**config.mk**
```make
export PLATFORM = sky130hd
export DESIGN_NAME = sound_slot_pause_fade_controller_top
export DESIGN_NICKNAME = d
export VERILOG_FILES = /design/src/rtl/core/sspfc_pkg.sv /design/src/rtl/core/sspfc_slot_ram.sv /design/src/rtl/core/sspfc_update.sv /design/src/rtl/core/sspfc_ctrl.sv /design/src/rtl/core/sound_slot_pause_fade_controller_top.sv
export SDC_FILE = /design/constraint.sdc
export NUM_CORES = 1
export LEC_CHECK = 0
export ABC_AREA = 0
export BUFFER_PORTS_ARGS = -buffer_cell sky130_fd_sc_hd__buf_4
export CAP_MARGIN = 20
export CORE_MARGIN = 4
export CORE_UTILIZATION = 59
export CTS_CLUSTER_SIZE = 14
export DETAILED_ROUTE_END_ITERATION = 8
export PLACE_DENSITY_LB_ADDON = 0.3
export SYNTH_ARGS = -nofsm -noshare
export SYNTH_HDL_FRONTEND = slang
export SYNTH_SLANG_ARGS = --single-unit
```
**constraint.sdc**
```tcl
create_clock -name clock -period 6 [get_ports clock]
set_clock_uncertainty 0.1 [all_clocks]
set_input_delay 0.3 -clock clock [delete_from_list [all_inputs] [get_ports clock]]
set_output_delay 0.3 -clock clock [all_outputs]
set_load 0.005 [all_outputs]
```
**src/rtl/core/sspfc_pkg.sv**
```systemverilog
// ----------------------------------------------------------------------------
// Sound slot pause/fade controller package
// Shared constants, codes, slot entry layout and control bundle types.
// ----------------------------------------------------------------------------
`default_nettype none

package sspfc_pkg;

   // Slot table size and the address width that follows from it
   localparam int SLOTS   = 16;
   localparam int SLOT_AW = (SLOTS > 1) ? $clog2(SLOTS) : 1;

   // Volume a slot holds right after reset, before anything is written
   localparam logic [6:0] RESET_VOLUME = 7'd127;
   localparam logic       RESET_MIDI_INSTANT = 1'b1;

   // Request action codes
   localparam logic [2:0] ACT_TICK       = 3'd0;
   localparam logic [2:0] ACT_PLAY       = 3'd1;
   localparam logic [2:0] ACT_STOP       = 3'd2;
   localparam logic [2:0] ACT_KILL       = 3'd3;
   localparam logic [2:0] ACT_PAUSE      = 3'd4;
   localparam logic [2:0] ACT_RESUME     = 3'd5;
   localparam logic [2:0] ACT_SET_LEVEL  = 3'd6;
   localparam logic [2:0] ACT_START_FADE = 3'd7;

   // Slot status codes
   localparam logic [1:0] ST_STOPPED = 2'd0;
   localparam logic [1:0] ST_PAUSED  = 2'd1;
   localparam logic [1:0] ST_PLAYING = 2'd2;

   // Configuration register indexes
   localparam logic CSR_DEFAULT_VOLUME    = 1'b0;
   localparam logic CSR_MIDI_FADE_INSTANT = 1'b1;

   localparam logic [7:0] PAUSE_MAX = 8'd255;

   typedef struct packed {
      logic [1:0]        status;
      logic [7:0]        pause_count;
      logic [6:0]        volume;
      logic [6:0]        fade_target;
      logic signed [7:0] fade_step;
      logic [7:0]        fade_countdown;
      logic [7:0]        fade_reload;
      logic              is_midi;
      logic              fade_finished;
   } slot_entry_type;

   localparam slot_entry_type RESET_ENTRY = '{
      status:         ST_STOPPED,
      pause_count:    8'd0,
      volume:         RESET_VOLUME,
      fade_target:    7'd0,
      fade_step:      8'sd0,
      fade_countdown: 8'd0,
      fade_reload:    8'd0,
      is_midi:        1'b0,
      fade_finished:  1'b0
   };

   typedef enum logic [2:0] {
      S_IDLE,
      S_CMD,
      S_EMPTY,
      S_SCAN,
      S_PROC
   } ctrl_state_type;

   typedef struct packed {
      logic               accept;
      logic               rd_en;
      logic [SLOT_AW-1:0] rd_addr;
      logic               wr_en;
      logic [SLOT_AW-1:0] wr_addr;
      logic               rsp_load;
      logic               rsp_empty;
      logic               rsp_last;
   } ctrl_type;

endpackage

`default_nettype wire

```
**src/rtl/core/sspfc_slot_ram.sv**
```systemverilog
// ----------------------------------------------------------------------------
// Slot table memory
// One write port, one registered read port; per-entry valid bits make a
// never-written entry read as the reset slot.
// ----------------------------------------------------------------------------
`default_nettype none

module sspfc_slot_ram (
   input  wire logic                            clock,
   input  wire logic                            reset,
   input  wire logic                            rd_en,
   input  wire logic [sspfc_pkg::SLOT_AW-1:0]   rd_addr,
   output sspfc_pkg::slot_entry_type            rd_entry,
   input  wire logic                            wr_en,
   input  wire logic [sspfc_pkg::SLOT_AW-1:0]   wr_addr,
   input  wire sspfc_pkg::slot_entry_type       wr_entry
);

   sspfc_pkg::slot_entry_type mem [sspfc_pkg::SLOTS];
   logic [sspfc_pkg::SLOTS-1:0] valid_ff;
   sspfc_pkg::slot_entry_type   rdata_ff;
   logic                        rvalid_ff;

   always_ff @(posedge clock) begin
      if (wr_en) begin
         mem[wr_addr] <= wr_entry;
      end
      if (rd_en) begin
         rdata_ff  <= mem[rd_addr];
         rvalid_ff <= valid_ff[rd_addr];
      end
   end

   always_ff @(posedge clock) begin
      if (reset) begin
         valid_ff <= '0;
      end else if (wr_en) begin
         valid_ff[wr_addr] <= 1'b1;
      end
   end

   assign rd_entry = rvalid_ff ? rdata_ff : sspfc_pkg::RESET_ENTRY;

endmodule

`default_nettype wire

```
**src/rtl/core/sspfc_update.sv**
```systemverilog
// ----------------------------------------------------------------------------
// Slot update logic
// Computes the new slot entry for a command or for one fade tick visit.
// ----------------------------------------------------------------------------
`default_nettype none

module sspfc_update (
   input  wire sspfc_pkg::slot_entry_type cur,
   input  wire logic [2:0]           action,
   input  wire logic                 is_midi,
   input  wire logic [6:0]           level,
   input  wire logic signed [7:0]    fade_step,
   input  wire logic [7:0]           fade_interval,
   input  wire logic [6:0]           default_volume,
   input  wire logic                 midi_fade_instant,
   output sspfc_pkg::slot_entry_type nxt,
   output logic                      volume_update,
   output logic                      visit
);

   logic signed [9:0] sum;
   logic signed [9:0] tgt_x;
   logic              hit;
   logic [7:0]        pause_dec;

   // Fade step: add, then clamp at the target
   assign tgt_x = $signed({3'b000, cur.fade_target});
   assign sum   = $signed({3'b000, cur.volume}) + $signed({{2{cur.fade_step[7]}}, cur.fade_step});
   assign hit   = (!cur.fade_step[7] && (cur.fade_step != 8'sd0) && (sum >= tgt_x))
               || (cur.fade_step[7] && (sum <= tgt_x))
               || (cur.is_midi && midi_fade_instant);

   assign pause_dec = (cur.pause_count != 8'd0) ? (cur.pause_count - 8'd1) : 8'd0;

   always_comb begin
      nxt           = cur;
      volume_update = 1'b0;
      case (action)
         sspfc_pkg::ACT_TICK: begin
            if (cur.fade_countdown != 8'd0) begin
               nxt.fade_countdown = cur.fade_countdown - 8'd1;
            end else begin
               nxt.fade_countdown = cur.fade_reload;
               volume_update      = 1'b1;
               if (hit) begin
                  nxt.volume        = cur.fade_target;
                  nxt.fade_step     = 8'sd0;
                  nxt.fade_finished = 1'b1;
               end else begin
                  nxt.volume = sum[6:0];
               end
            end
         end
         sspfc_pkg::ACT_PLAY: begin
            nxt.is_midi = is_midi;
            nxt.status  = sspfc_pkg::ST_PLAYING;
         end
         sspfc_pkg::ACT_STOP: begin
            nxt.status = sspfc_pkg::ST_STOPPED;
         end
         sspfc_pkg::ACT_KILL: begin
            nxt        = sspfc_pkg::RESET_ENTRY;
            nxt.volume = default_volume;
         end
         sspfc_pkg::ACT_PAUSE: begin
            if (cur.pause_count != sspfc_pkg::PAUSE_MAX) begin
               nxt.pause_count = cur.pause_count + 8'd1;
            end
            if (cur.status == sspfc_pkg::ST_PLAYING) begin
               nxt.status = sspfc_pkg::ST_PAUSED;
            end
         end
         sspfc_pkg::ACT_RESUME: begin
            nxt.pause_count = pause_dec;
            if ((pause_dec == 8'd0) && (cur.status == sspfc_pkg::ST_PAUSED)) begin
               nxt.status = sspfc_pkg::ST_PLAYING;
            end
         end
         sspfc_pkg::ACT_SET_LEVEL: begin
            nxt.volume = level;
         end
         default: begin
            nxt.fade_target    = level;
            nxt.fade_step      = fade_step;
            nxt.fade_reload    = fade_interval;
            nxt.fade_countdown = 8'd0;
            nxt.fade_finished  = 1'b0;
         end
      endcase
   end

   assign visit = (nxt.status == sspfc_pkg::ST_PLAYING) && (nxt.fade_step != 8'sd0);

endmodule

`default_nettype wire

```
**src/rtl/core/sspfc_ctrl.sv**
```systemverilog
// ----------------------------------------------------------------------------
// Sequencer
// Accepts requests, walks the slot table on a tick and steers the memory
// ports and the result register. Keeps one fade-active bit per slot.
// ----------------------------------------------------------------------------
`default_nettype none

module sspfc_ctrl (
   input  wire logic       clock,
   input  wire logic       reset,
   input  wire logic       req_valid,
   output logic            req_stall,
   input  wire logic [2:0] req_action,
   input  wire logic [3:0] req_slot,
   input  wire logic       rsp_free,
   input  wire logic       upd_visit,
   output sspfc_pkg::ctrl_type ctl
);

   sspfc_pkg::ctrl_state_type     state_ff, state_in;
   logic [sspfc_pkg::SLOTS-1:0]   mask_ff;
   logic [sspfc_pkg::SLOT_AW-1:0] cur_ff, cur_in;
   logic                          is_tick;
   logic                          out_of_range;
   logic                          more_ahead;
   logic                          cur_step;

   assign is_tick      = (req_action == sspfc_pkg::ACT_TICK);
   assign out_of_range = (32'(req_slot) >= sspfc_pkg::SLOTS);

   // Any fade-active slot above the current one still to be visited
   always_comb begin
      more_ahead = 1'b0;
      for (int j = 0; j < sspfc_pkg::SLOTS; j++) begin
         if (mask_ff[j] && (sspfc_pkg::SLOT_AW'(j) > cur_ff)) begin
            more_ahead = 1'b1;
         end
      end
   end

   // Next state
   always_comb begin
      state_in = state_ff;
      case (state_ff)
         sspfc_pkg::S_IDLE: begin
            if (req_valid) begin
               if (is_tick) begin
                  state_in = (mask_ff == '0) ? sspfc_pkg::S_EMPTY : sspfc_pkg::S_SCAN;
               end else begin
                  state_in = out_of_range ? sspfc_pkg::S_EMPTY : sspfc_pkg::S_CMD;
               end
            end
         end
         sspfc_pkg::S_CMD, sspfc_pkg::S_EMPTY: begin
            if (rsp_free) begin
               state_in = sspfc_pkg::S_IDLE;
            end
         end
         sspfc_pkg::S_SCAN: begin
            if (mask_ff[cur_ff]) begin
               state_in = sspfc_pkg::S_PROC;
            end
         end
         sspfc_pkg::S_PROC: begin
            if (rsp_free) begin
               state_in = more_ahead ? sspfc_pkg::S_SCAN : sspfc_pkg::S_IDLE;
            end
         end
         default: begin
            state_in = sspfc_pkg::S_IDLE;
         end
      endcase
   end

   // Outputs
   always_comb begin
      req_stall     = 1'b1;
      ctl           = '0;
      ctl.rd_addr   = cur_ff;
      ctl.wr_addr   = cur_ff;
      cur_step      = 1'b0;
      case (state_ff)
         sspfc_pkg::S_IDLE: begin
            req_stall   = 1'b0;
            ctl.accept  = req_valid;
            ctl.rd_en   = req_valid && !is_tick && !out_of_range;
            ctl.rd_addr = sspfc_pkg::SLOT_AW'(req_slot);
         end
         sspfc_pkg::S_CMD: begin
            ctl.wr_en    = rsp_free;
            ctl.rsp_load = rsp_free;
            ctl.rsp_last = 1'b1;
         end
         sspfc_pkg::S_EMPTY: begin
            ctl.rsp_load  = rsp_free;
            ctl.rsp_empty = 1'b1;
            ctl.rsp_last  = 1'b1;
         end
         sspfc_pkg::S_SCAN: begin
            ctl.rd_en = mask_ff[cur_ff];
            cur_step  = !mask_ff[cur_ff];
         end
         sspfc_pkg::S_PROC: begin
            ctl.wr_en    = rsp_free;
            ctl.rsp_load = rsp_free;
            ctl.rsp_last = !more_ahead;
            cur_step     = rsp_free && more_ahead;
         end
         default: begin
            req_stall = 1'b1;
         end
      endcase
   end

   always_comb begin
      cur_in = cur_ff;
      if (ctl.accept) begin
         cur_in = is_tick ? '0 : sspfc_pkg::SLOT_AW'(req_slot);
      end else if (cur_step) begin
         cur_in = cur_ff + 1'b1;
      end
   end

   always_ff @(posedge clock) begin
      if (reset) begin
         state_ff <= sspfc_pkg::S_IDLE;
         mask_ff  <= '0;
         cur_ff   <= '0;
      end else begin
         state_ff <= state_in;
         cur_ff   <= cur_in;
         if (ctl.wr_en) begin
            mask_ff[ctl.wr_addr] <= upd_visit;
         end
      end
   end

endmodule

`default_nettype wire

```
**src/rtl/core/sound_slot_pause_fade_controller_top.sv**
```systemverilog
// ----------------------------------------------------------------------------
// Sound slot pause/fade controller
// Slot table of status, pause nesting, volume and fade ramp, driven by
// commands and fade ticks.
// ----------------------------------------------------------------------------
// A request is either a command for one slot (play, stop, kill, pause,
// resume, set level, start fade) or a tick. A command reads its slot from
// the table memory when it is accepted; in the command state that follows
// it writes the updated entry back and loads one response once the response
// register is free. A tick walks the slot table in ascending order from
// slot 0 and stops after the highest slot with a running fade (playing,
// nonzero step): the scan state looks at each slot up to that one and
// starts the memory read for a fading slot, and the process state then
// updates and reports that slot. A response register that stays full and
// stalled holds the sequencer while a response is ready. The final
// response of every request carries last. A tick with nothing to fade, or
// a command for a slot beyond the table, returns one response with
// valid_res low. One request is worked on at a time; the next is taken
// once the sequencer is back in idle, even while the final response still
// waits in the output register. Write the configuration registers only
// while idle; a never-written slot reads as stopped with full volume.
// ----------------------------------------------------------------------------
`default_nettype none

module sound_slot_pause_fade_controller_top (
   input  wire logic              clock,
   input  wire logic              reset,
   // request channel
   input  wire logic              req_valid,
   output logic                   req_stall,
   input  wire logic [2:0]        req_action,
   input  wire logic [3:0]        req_slot,
   input  wire logic              req_is_midi,
   input  wire logic [6:0]        req_level,
   input  wire logic signed [7:0] req_fade_step,
   input  wire logic [7:0]        req_fade_interval,
   // response channel
   output logic                   rsp_valid,
   input  wire logic              rsp_stall,
   output logic                   rsp_valid_res,
   output logic [3:0]             rsp_slot_index,
   output logic [1:0]             rsp_status,
   output logic [7:0]             rsp_pause_count,
   output logic [6:0]             rsp_volume,
   output logic                   rsp_fade_done,
   output logic                   rsp_volume_update,
   output logic                   rsp_last,
   // configuration
   input  wire logic              csr_we,
   input  wire logic [0:0]        csr_index,
   input  wire logic [6:0]        csr_wdata
);

   sspfc_pkg::ctrl_type       ctl;
   sspfc_pkg::slot_entry_type rd_entry;
   sspfc_pkg::slot_entry_type new_entry;
   logic                      upd_volume;
   logic                      upd_visit;
   logic                      rsp_free;

   // Configuration registers
   logic [6:0] default_volume_ff;
   logic       midi_fade_instant_ff;

   // Held request fields
   logic [2:0]        act_ff;
   logic              midi_ff;
   logic [6:0]        level_ff;
   logic signed [7:0] step_ff;
   logic [7:0]        intv_ff;

   // Response register
   logic       rsp_valid_ff, rsp_valid_in;
   logic       res_valid_ff;
   logic [3:0] slot_index_ff;
   logic [1:0] status_ff;
   logic [7:0] pause_count_ff;
   logic [6:0] volume_ff;
   logic       fade_done_ff;
   logic       volume_update_ff;
   logic       last_ff;

   // Free when empty or being taken this cycle
   assign rsp_free = !rsp_valid_ff || !rsp_stall;

   always_ff @(posedge clock) begin
      if (reset) begin
         default_volume_ff    <= sspfc_pkg::RESET_VOLUME;
         midi_fade_instant_ff <= sspfc_pkg::RESET_MIDI_INSTANT;
      end else if (csr_we) begin
         case (csr_index[0])
            sspfc_pkg::CSR_DEFAULT_VOLUME:    default_volume_ff    <= csr_wdata;
            sspfc_pkg::CSR_MIDI_FADE_INSTANT: midi_fade_instant_ff <= csr_wdata[0];
            default:                          default_volume_ff    <= default_volume_ff;
         endcase
      end
   end

   // Hold the request payload for the whole walk
   always_ff @(posedge clock) begin
      if (ctl.accept) begin
         act_ff   <= req_action;
         midi_ff  <= req_is_midi;
         level_ff <= req_level;
         step_ff  <= req_fade_step;
         intv_ff  <= req_fade_interval;
      end
   end

   sspfc_ctrl u_ctrl (
      .clock      (clock),
      .reset      (reset),
      .req_valid  (req_valid),
      .req_stall  (req_stall),
      .req_action (req_action),
      .req_slot   (req_slot),
      .rsp_free   (rsp_free),
      .upd_visit  (upd_visit),
      .ctl        (ctl)
   );

   sspfc_slot_ram u_ram (
      .clock    (clock),
      .reset    (reset),
      .rd_en    (ctl.rd_en),
      .rd_addr  (ctl.rd_addr),
      .rd_entry (rd_entry),
      .wr_en    (ctl.wr_en),
      .wr_addr  (ctl.wr_addr),
      .wr_entry (new_entry)
   );

   sspfc_update u_update (
      .cur               (rd_entry),
      .action            (act_ff),
      .is_midi           (midi_ff),
      .level             (level_ff),
      .fade_step         (step_ff),
      .fade_interval     (intv_ff),
      .default_volume    (default_volume_ff),
      .midi_fade_instant (midi_fade_instant_ff),
      .nxt               (new_entry),
      .volume_update     (upd_volume),
      .visit             (upd_visit)
   );

   // Advance the response register: load a new response, or drop the old
   // one once taken
   always_comb begin
      rsp_valid_in = rsp_valid_ff;
      if (ctl.rsp_load) begin
         rsp_valid_in = 1'b1;
      end else if (!rsp_stall) begin
         rsp_valid_in = 1'b0;
      end
   end

   always_ff @(posedge clock) begin
      if (reset) begin
         rsp_valid_ff <= 1'b0;
      end else begin
         rsp_valid_ff <= rsp_valid_in;
      end
   end

   always_ff @(posedge clock) begin
      if (ctl.rsp_load) begin
         last_ff <= ctl.rsp_last;
         if (ctl.rsp_empty) begin
            res_valid_ff     <= 1'b0;
            slot_index_ff    <= 4'd0;
            status_ff        <= 2'd0;
            pause_count_ff   <= 8'd0;
            volume_ff        <= 7'd0;
            fade_done_ff     <= 1'b0;
            volume_update_ff <= 1'b0;
         end else begin
            res_valid_ff     <= 1'b1;
            slot_index_ff    <= 4'(ctl.wr_addr);
            status_ff        <= new_entry.status;
            pause_count_ff   <= new_entry.pause_count;
            volume_ff        <= new_entry.volume;
            fade_done_ff     <= new_entry.fade_finished;
            volume_update_ff <= upd_volume;
         end
      end
   end

   assign rsp_valid         = rsp_valid_ff;
   assign rsp_valid_res     = res_valid_ff;
   assign rsp_slot_index    = slot_index_ff;
   assign rsp_status        = status_ff;
   assign rsp_pause_count   = pause_count_ff;
   assign rsp_volume        = volume_ff;
   assign rsp_fade_done     = fade_done_ff;
   assign rsp_volume_update = volume_update_ff;
   assign rsp_last          = last_ff;

endmodule

`default_nettype wire
```
After elaboration in Yosys (flattened, before gate mapping)

Memories as Yosys holds them, arrays and structs flattened. A register that Yosys moved wholly into a read port is not among the register bits.
Cells that the tools add are included.

Reductions and logical operators: 54
Muxes and demuxes: 69
Add/subtract/negate cells: 5
Order comparisons: 21
Bitwise operators: 3
Eq/ne operators: 19

Operator list:

| cell                | count |
|---|---|
| $mux 50             | 1 |
| $pmux 16 s3         | 1 |
| $mux 8              | 5 |
| $mux 1              | 33 |
| $gt 4x4->1 const A  | 8 |
| $reduce_bool 8->1   | 4 |
| $logic_and 1x1->1   | 25 |
| $pmux 8 s3          | 1 |
| $pmux 7 s3          | 1 |
| $bwmux 16           | 1 |
| $gt 3x4->1 const A  | 4 |
| $logic_not 16->1    | 1 |
| $mux 4              | 4 |
| $or 16x16->16       | 1 |
| $pmux 8 s2          | 1 |
| $sub 8x1->8 const B | 2 |
| $mux 3              | 5 |
| $mux 7              | 2 |
| $pmux 7 s2          | 1 |
| $eq 3x2->1 const B  | 4 |
| $eq 3x3->1 const B  | 4 |
| $pmux 3 s4          | 1 |
| $ge 10x8->1         | 1 |
| $le 10x8->1         | 1 |
| 30 further kinds    | 59 |

Bits in registers: 101
Output and inout port bits: 27
Memory bits (writable): 800
Memories kept: 1

Memories:

| memory    | depth | bits a word | rd ports | clocked after memory_dff | wr ports | line                 | text |
|---|---|---|---|---|---|---|---|
| u_ram.mem | 16    | 50          | 1        | 1                        | 1        | sspfc_slot_ram.sv:19 | `sspfc_pkg::slot_entry_type mem [sspfc_pkg::SLOTS];` |

Longest topological paths before layout

Gate-level depths: netlist of run 1.

Word-level depth: 22
Gate-level depth with buffers: 23
Depth with buffers taken out: 19

Modules after synthesis

From an unflattened synthesis of run 1, not the netlist that was laid out.

Cells, all modules: 2111
Area total of the unflattened synthesis: 38553.2 um^2

By module, submodules not included:

| module                               | instances | cells each | seq. area each (um^2) | area an instance (um^2) |
|---|---|---|---|---|
| sspfc_slot_ram                       | 1         | 1418       | 25874.8               | 32501.2 |
| sspfc_update                         | 1         | 374        | 0.0                   | 2290.9 |
| sound_slot_pause_fade_controller_top | 1         | 117        | 1741.7                | 2088.3 |
| sspfc_ctrl                           | 1         | 202        | 460.4                 | 1672.9 |

Least setup slack after synthesis of run 1

No wires, ideal clock.

Path kind: register to register
Start point: register u_ctrl.state_ff[0]
End point: memory u_ram.mem[0][0] in the netlist's numbering (enable)
Period minus slack after synthesis: 5.407 ns
Setup slack: 0.593 ns
Cell stages (with the launch flop): 6
Data arrival time: 4.780 ns
Path through: dfxtp_1 > nor2b_1 > nor2b_1 > nor3_1 > nand2_1 > nor3_1

Longest elaborated chain between the ends: 5

RTL lines:

| item                                     | line                 | text |
|---|---|---|
| from (decl)                              | sspfc_ctrl.sv:20     | `sspfc_pkg::ctrl_state_type state_ff, state_in;` |
| from (signal assigned)                   | sspfc_ctrl.sv:126    | `state_ff <= sspfc_pkg::S_IDLE;` |
| from (signal assigned)                   | sspfc_ctrl.sv:130    | `state_ff <= state_in;` |
| $eq 3x1->1 or $eq 3x3->1 (tied branches) | sspfc_ctrl.sv:82     | `case (state_ff)` |
| $reduce_or 2->1 (no line) *              | --                   |  |
| $mux 1 *                                 | sspfc_ctrl.sv:82     |  |
| $mux 1 *                                 | sspfc_slot_ram.sv:25 | `if (wr_en) begin` |
| $mux 1 (not written as such) *           | sspfc_slot_ram.sv:26 | `mem[wr_addr] <= wr_entry;` |
| to (decl)                                | sspfc_slot_ram.sv:19 |  |

Every way passes the cells marked *; elsewhere a longest branch is shown, timed or not.

==> results.cfg, run 1 <==
[run_status]
status = finished, final reports clean

[synth]
synthAdderAreaFrac_pct = 0.663
yosys.area_share.simple_pct = 11.7
synth_compound_area_share_pct = 13.4
yosys_warnings = 0
synth-xor-area-share_pct = 0.309
synth_mux_area_share_pct = 0.688
synth-seq-cells = 951
yosysTopAreaCellShare_pct = 68.4
syn_area_mm2 = 0.0397
synth-main-ff-cell = edfxtp_1
synth_cell_types = 78
ys_seq_area_share_pct = 70.8
synth_top_family_by_area = compound AO/OA/AOI/OAI gates
synth_fp_nets = 3051
synth_area_leaders = edfxtp_1, a211oi_1, nand2_1
async_flop_share_pct = 0
synth_cells = 2986
synth_edf_count = 903
avgSynthCellArea_um2 = 13.3
synthDominantAreaCellType = edfxtp_1

[sta]
fin_crit_sh_pct = 91.5
rsz0062_at_grt = no
whs_ns = 0.0460
worst_pin_slew_ns = 1.18
fmax_mhz = 182
setup_slack_ns = 0.510
setup_viol = 0
slew_headroom_pct = 21.1
hold_viol = 0
maxSlewViolCount = 0
period_needed_ns = 5.49
finalSetupTns_ns = 0

[layout]
antennaDiodeCount = 0
final_common_cell = edfxtp_1
instances_no_fill = 4001
final_cell_mix = edfxtp_1, nand2_1, a211oi_1, and2_1, a21oi_1
layout-drive-gt1-share_pct = 10.7
area_growth_pct = 12.9
nets = 3122

[placement]
dpl.hpwl_um = 56500
place_inst = 3778
gp_congestion = 0.898
place_ws_ns = 0.570
portBuffers = 70

[clock_tree]
cts_tree = done
cts_sinks = 951
insertion_delay_ns = 0.66
cts_buffers = 94
cts_max_path_buffers = 3
cts-root-buf = clkbuf_16
htree_levels = 3
clk_pin_slew_worst_paths_ns = 0.06
post_cts_resized = 0

[global_routing]
grt-ovfl-total = 0
antenna_found_initial = 4
grt_pass1_wl_um = 152000
grt_usage_pct = 28.1
grt_max_degree = 199
grt_pass1_vias = 25400

[die]
start_util_pct = 59.9
core_mm2 = 0.0662
fp.dieH_um = 267
io_pins = 71
rows = 94
die_w_um = 267
die-area_mm2 = 0.0714

[critical_path]
start_kind = register
end_kind = register
cp_cell_sequence = buf_4, buf_4, nand2_1, ha_1, o22a_1, nor3_1, nand2b_1, xor2_1, inv_1, ha_1, nand2_1, or3_1, a2111oi_0, a2111o_1, a221oi_2, or2_2, buf_4, mux2i_1, a21oi_1
worst_path_dominant_cell_family = compound AO/OA/AOI/OAI gates
path_common_cell = buf_4
path_max_fanout = 33
critical_path_arrival_ns = 5.69
cp_slowest_stage_delay_ns = 0.80
critical_path_buf_inv_count = 4
crit_required_ns = 6.20
critPathKind = register to register
crit_slowest_cell = a21oi_1

[job]
max-cap-violations = 0

[power_and_ir_drop]
power.total_w = 0.0154
leakage_nw = 14.8
p_per_area_mw_per_mm2 = 344
vdd_drop_max_mv = 0.254

[route]
viasPerCell = 6.60
drtPass1Iterations = 8
drc = 0
wl_per_cell_um = 25.5
first_iter_violations = 3438
ant_nets = 0
vias = 26400
wl_um = 102000

[min_path]
min_path_type = input pin to register
==> worst reg2reg max path: stages, from the launching register on <==
cell and delay, ns:
edfxtp_1 0.37, buf_4 0.17, buf_4 0.35, nand2_1 0.11
ha_1 0.22, o22a_1 0.19, nor3_1 0.25, nand2b_1 0.16
xor2_1 0.27, inv_1 0.08, ha_1 0.28, nand2_1 0.07
or3_1 0.41, a2111oi_0 0.42, a2111o_1 0.19, a221oi_2 0.07
or2_2 0.31, buf_4 0.17, mux2i_1 0.14, a21oi_1 0.80
==> where the power goes <==
group          total, W  internal (W)  switching, W  leakage (nW)
combinational   0.00178      0.000564       0.00122          4.64
clock           0.00594       0.00347       0.00247          1.53
sequential      0.00769       0.00758      0.000106          8.64
==> final timing paths <==
kind,startpoint,endpoint,slack [ns],cells after the start
setup / recovery,u_ram.rvalid_ff,u_ram.mem[10][36],0.51,19
hold / removal,req_slot[2],u_ctrl.cur_ff[2],0.05,4
setup reg to reg,u_ram.rvalid_ff,u_ram.mem[10][36],0.51,19
hold reg to reg,rsp_valid,rsp_valid,0.37,2
==> Yosys cell counts (all sizes together) (4+ instances only) <==
cell type / n
a21o: 5
nor4: 14
o32ai: 4
nand2b: 9
a21oi: 156
a221oi: 4
or3: 11
inv: 29
a22oi: 7
nor2b: 13
o21a: 7
nand3: 47
a31oi: 104
mux4: 5
nand3b: 9
dfxtp: 48
o22ai: 14
or2: 5
ha: 21
xor2: 8
xnor2: 6
edfxtp: 903
or2b: 11
and2: 226
nand2: 489
o21ai: 47
mux2i: 16
and3: 10
a211o: 7
a211oi: 265
clkbuf: 173
a311oi: 102
nor2: 99
nor3: 21
a22o: 12
buf: 39
==> timing repair <==
action                                 in CTS  in global routing
hold buffers                               39                  0
setup buffers                               0                  0
endpoints found under the hold margin      38                  0
==> final cells by class <==
type | instances | area (um^2)
sequential | 951 | 28100
fill | 4367 | 21400
multi-input combinational | 1794 | 10700
clock buffer | 117 | 2570
timing repair buffer | 187 | 1650
tap | 864 | 1080
clock inverter | 59 | 557
inverter | 29 | 109
==> cells by family after synthesis <==
group / after synthesis
AO/OA/AOI/OAI: 761
XOR/XNOR: 14
adder cells (fa/ha/maj): 21
buffers and inverters: 241
flip-flops: 951
multiplexers: 21
AND/OR/NAND/NOR: 977
==> layer usage <==
layer / wire length, um / GRT usage [%] / vias to the layer above
met5: 41 / 0 / -
met4: 3540 / 10.6 / 6
met3: 10700 / 5.44 / 254
met2: 47400 / 44.1 / 1585
met1: 40500 / 39.8 / 13000
li1: - / - / 11600
==> metrics by stage <==
step                util [%]  cell area [um^2]
global route            67.6             44800
finish                  67.6             44800
floorplan                  -             39700
global placement        62.2             41200
CTS                     67.5             44700
detailed placement      62.2             41200
==> state kept, by name, summed over array words and instances, names as in the netlist, 8 cells and up <==
signal and flops:
intv_ff 8, rsp_pause_count 8, u_ram.mem 800, u_ram.valid_ff 16
step_ff 8, u_ram.rdata_ff 50, u_ctrl.mask_ff 16
Note: power is estimated with default switching activity, not from simulation.
==> inputs of run 2 (changes only) <==
==> constraint.sdc (replaced) <==
create_clock -name clock -period 5.1 [get_ports clock]
set_clock_uncertainty 0.1 [all_clocks]
set_input_delay 0.255 -clock clock [delete_from_list [all_inputs] [get_ports clock]]
set_output_delay 0.255 -clock clock [all_outputs]
set_load 0.005 [all_outputs]
==> run 2 against run 1 <==
Compared with the run above:
- sequential power increased by 18%
- die area unchanged
- fmax increased by 12%
- highest routed layer unchanged
==> results.cfg, run 2 (synthesis results as in run 1) <==
[global_routing]
grt_pass1_wl_um = 153000
grt_usage_pct = 28.4
grt-ovfl-total = 0
grt_pass1_vias = 25100
antenna_found_initial = 3
grt_max_degree = 197

[critical_path]
end_kind = register
critPathKind = register to register
crit_slowest_cell = edfxtp_1
critical_path_arrival_ns = 5.18
cp_cell_sequence = buf_4, buf_4, buf_6, nand2b_1, ha_1, nand3_1, o21bai_1, xor2_1, ha_1, nand3_1, or3_4, a2111oi_2, a2111o_1, a221oi_2, buf_4, or2_4, nor4b_4, nor3_4, buf_12
start_kind = register
r2r_start = u_ram.rvalid_ff
path_max_fanout = 25
cp_slowest_stage_delay_ns = 0.47
critical_path.endpoint = u_ram.mem[10][39]
r2r_end = u_ram.mem[10][39]
cp-startpoint = u_ram.rvalid_ff
path_common_cell = buf_4
r2r.worst_path.cells = 19
reg2reg_slack_ns = 0.20
crit_required_ns = 5.38

[route]
vias = 26300
ant_nets = 0
drtPass1Iterations = 6
wl_um = 103000
first_iter_violations = 3482
viasPerCell = 6.54
wl_per_cell_um = 25.5
drc = 0

[power_and_ir_drop]
leakage_nw = 15.0
vdd_drop_max_mv = 0.327
p_per_area_mw_per_mm2 = 404
power.total_w = 0.0183

[die]
start_util_pct = 59.9
io_pins = 71
die-area_mm2 = 0.0714
die_w_um = 267
core_mm2 = 0.0662
rows = 94
fp.dieH_um = 267

[min_path]
min_path_type = input pin to register

[placement]
place_ws_ns = -0.103
portBuffers = 70
place_inst = 3784
dpl.hpwl_um = 56100
gp_congestion = 0.917

[clock_tree]
cts_tree = done
cts-root-buf = clkbuf_16
cts_buffers = 94
htree_levels = 3
cts_sinks = 951
clk_pin_slew_worst_paths_ns = 0.06
cts_max_path_buffers = 3
insertion_delay_ns = 0.65

[sta]
slew_headroom_pct = 20.1
fmax_mhz = 204
maxSlewViolCount = 0
setup_slack_ns = 0.202
period_needed_ns = 4.90
hold_viol = 0
fin_crit_sh_pct = 96.0
worst_pin_slew_ns = 1.20
setup_viol = 0

[layout]
final_common_cell = edfxtp_1
instances_no_fill = 4015
antennaDiodeCount = 0
layout-drive-gt1-share_pct = 11.9
fillers = 4442
area_growth_pct = 14.1
final_cell_mix = edfxtp_1, nand2_1, a211oi_1, and2_1, a21oi_1
top_regs = u_ram.mem (800), u_ram.rdata_ff (50)
regMostFlops = u_ram.mem
largest_register_ffs = 800
nets = 3138

[job]
max-cap-violations = 0

[run_status]
status = finished, final reports clean
run 2: changes by cell type in the layout (fill, tap and decap cells not counted), moves of 5 or more:
| cell | previous run | this run |
|---|---|---|
| buf_12 | 12 | 22 |
| clkinv_1 | 23 | 15 |
| a22o_1 | 12 | 5 |
| a22o_2 | 0 | 7 |
| clkbuf_1 | 15 | 20 |
| clkinv_2 | 16 | 21 |
| clkinv_8 | 1 | 6 |
run 2: what timing repair did:
item | CTS | global route
hold buffers | 41 | 1
setup buffers | 0 | 5
pin swaps | 0 | 3
endpoints found under the hold margin | 51 | 1
resized for setup | 7 | 23
endpoints found under the setup margin | 96 | 280
run 2: layout make-up:
type	count	area (um^2)	area share (%)
sequential	951	28100	62.0
clock inverter	54	653	1.44
multi-input combinational	1794	10900	24.1
timing repair buffer	203	1910	4.22
tap	864	1080	2.39
clock buffer	120	2520	5.57
inverter	29	114	0.252
run 2: worst min-delay path by stage:
| stage | slack (ns) | start | depth (start not counted) | to |
|---|---|---|---|---|
| 4_1_cts | 0.05 | req_slot[1] | 4 | u_ctrl.cur_ff[1] |
| 6_report | 0.09 | req_slot[1] | 4 | u_ctrl.cur_ff[1] |
| 3_3_place_gp | 0.33 | req_level[6] | 1 | level_ff[6] |
| 3_5_place_dp | 0.33 | req_fade_interval[6] | 1 | intv_ff[6] |
| 2_1_floorplan | 0.25 | req_action[0] | 0 | act_ff[0] |
| 5_1_grt | 0.10 | req_slot[1] | 4 | u_ctrl.cur_ff[1] |
run 2: worst max-delay path: cells and delay by family (launching register included):
kind / cells / cell delay, ns
and+or+nand+nor: 7 / 1.54
DFF: 1 / 0.47
AOI/OAI and AO/OA: 4 / 0.76
xor gates and xnor gates: 1 / 0.26
buffers and inverters: 5 / 0.85
adders and majority gates: 2 / 0.63
run 2: stage by stage:
step / area, um^2 / hold slack [ns] / TNS [ns] / util, %
6_report: 45300 / 0.0943 / 0 / 68.4
5_1_grt: 45300 / 0.100 / -0.0886 / 68.4
4_1_cts: 45000 / 0.0472 / 0 / 68.0
3_5_place_dp: 41400 / 0.334 / -3.55 / 62.5
3_3_place_gp: 41400 / 0.333 / -0.0478 / 62.5
2_1_floorplan: 39700 / 0.254 / -0.0685 / -
run 2: metal layers:
metal / up-vias / GRT usage (%) / routed length, um
li1: 11600 / - / -
met1: 12900 / 40.8 / 40900
met2: 1505 / 44.5 / 47800
met3: 237 / 4.92 / 10600
met4: 6 / 10.1 / 3140
met5: - / 0 / 39
run 2: report_power, final:
| part | internal (W) | switching, W |
|---|---|---|
| Combinational | 0.000722 | 0.00147 |
| Sequential | 0.00892 | 0.000118 |
| Clock | 0.00416 | 0.00289 |
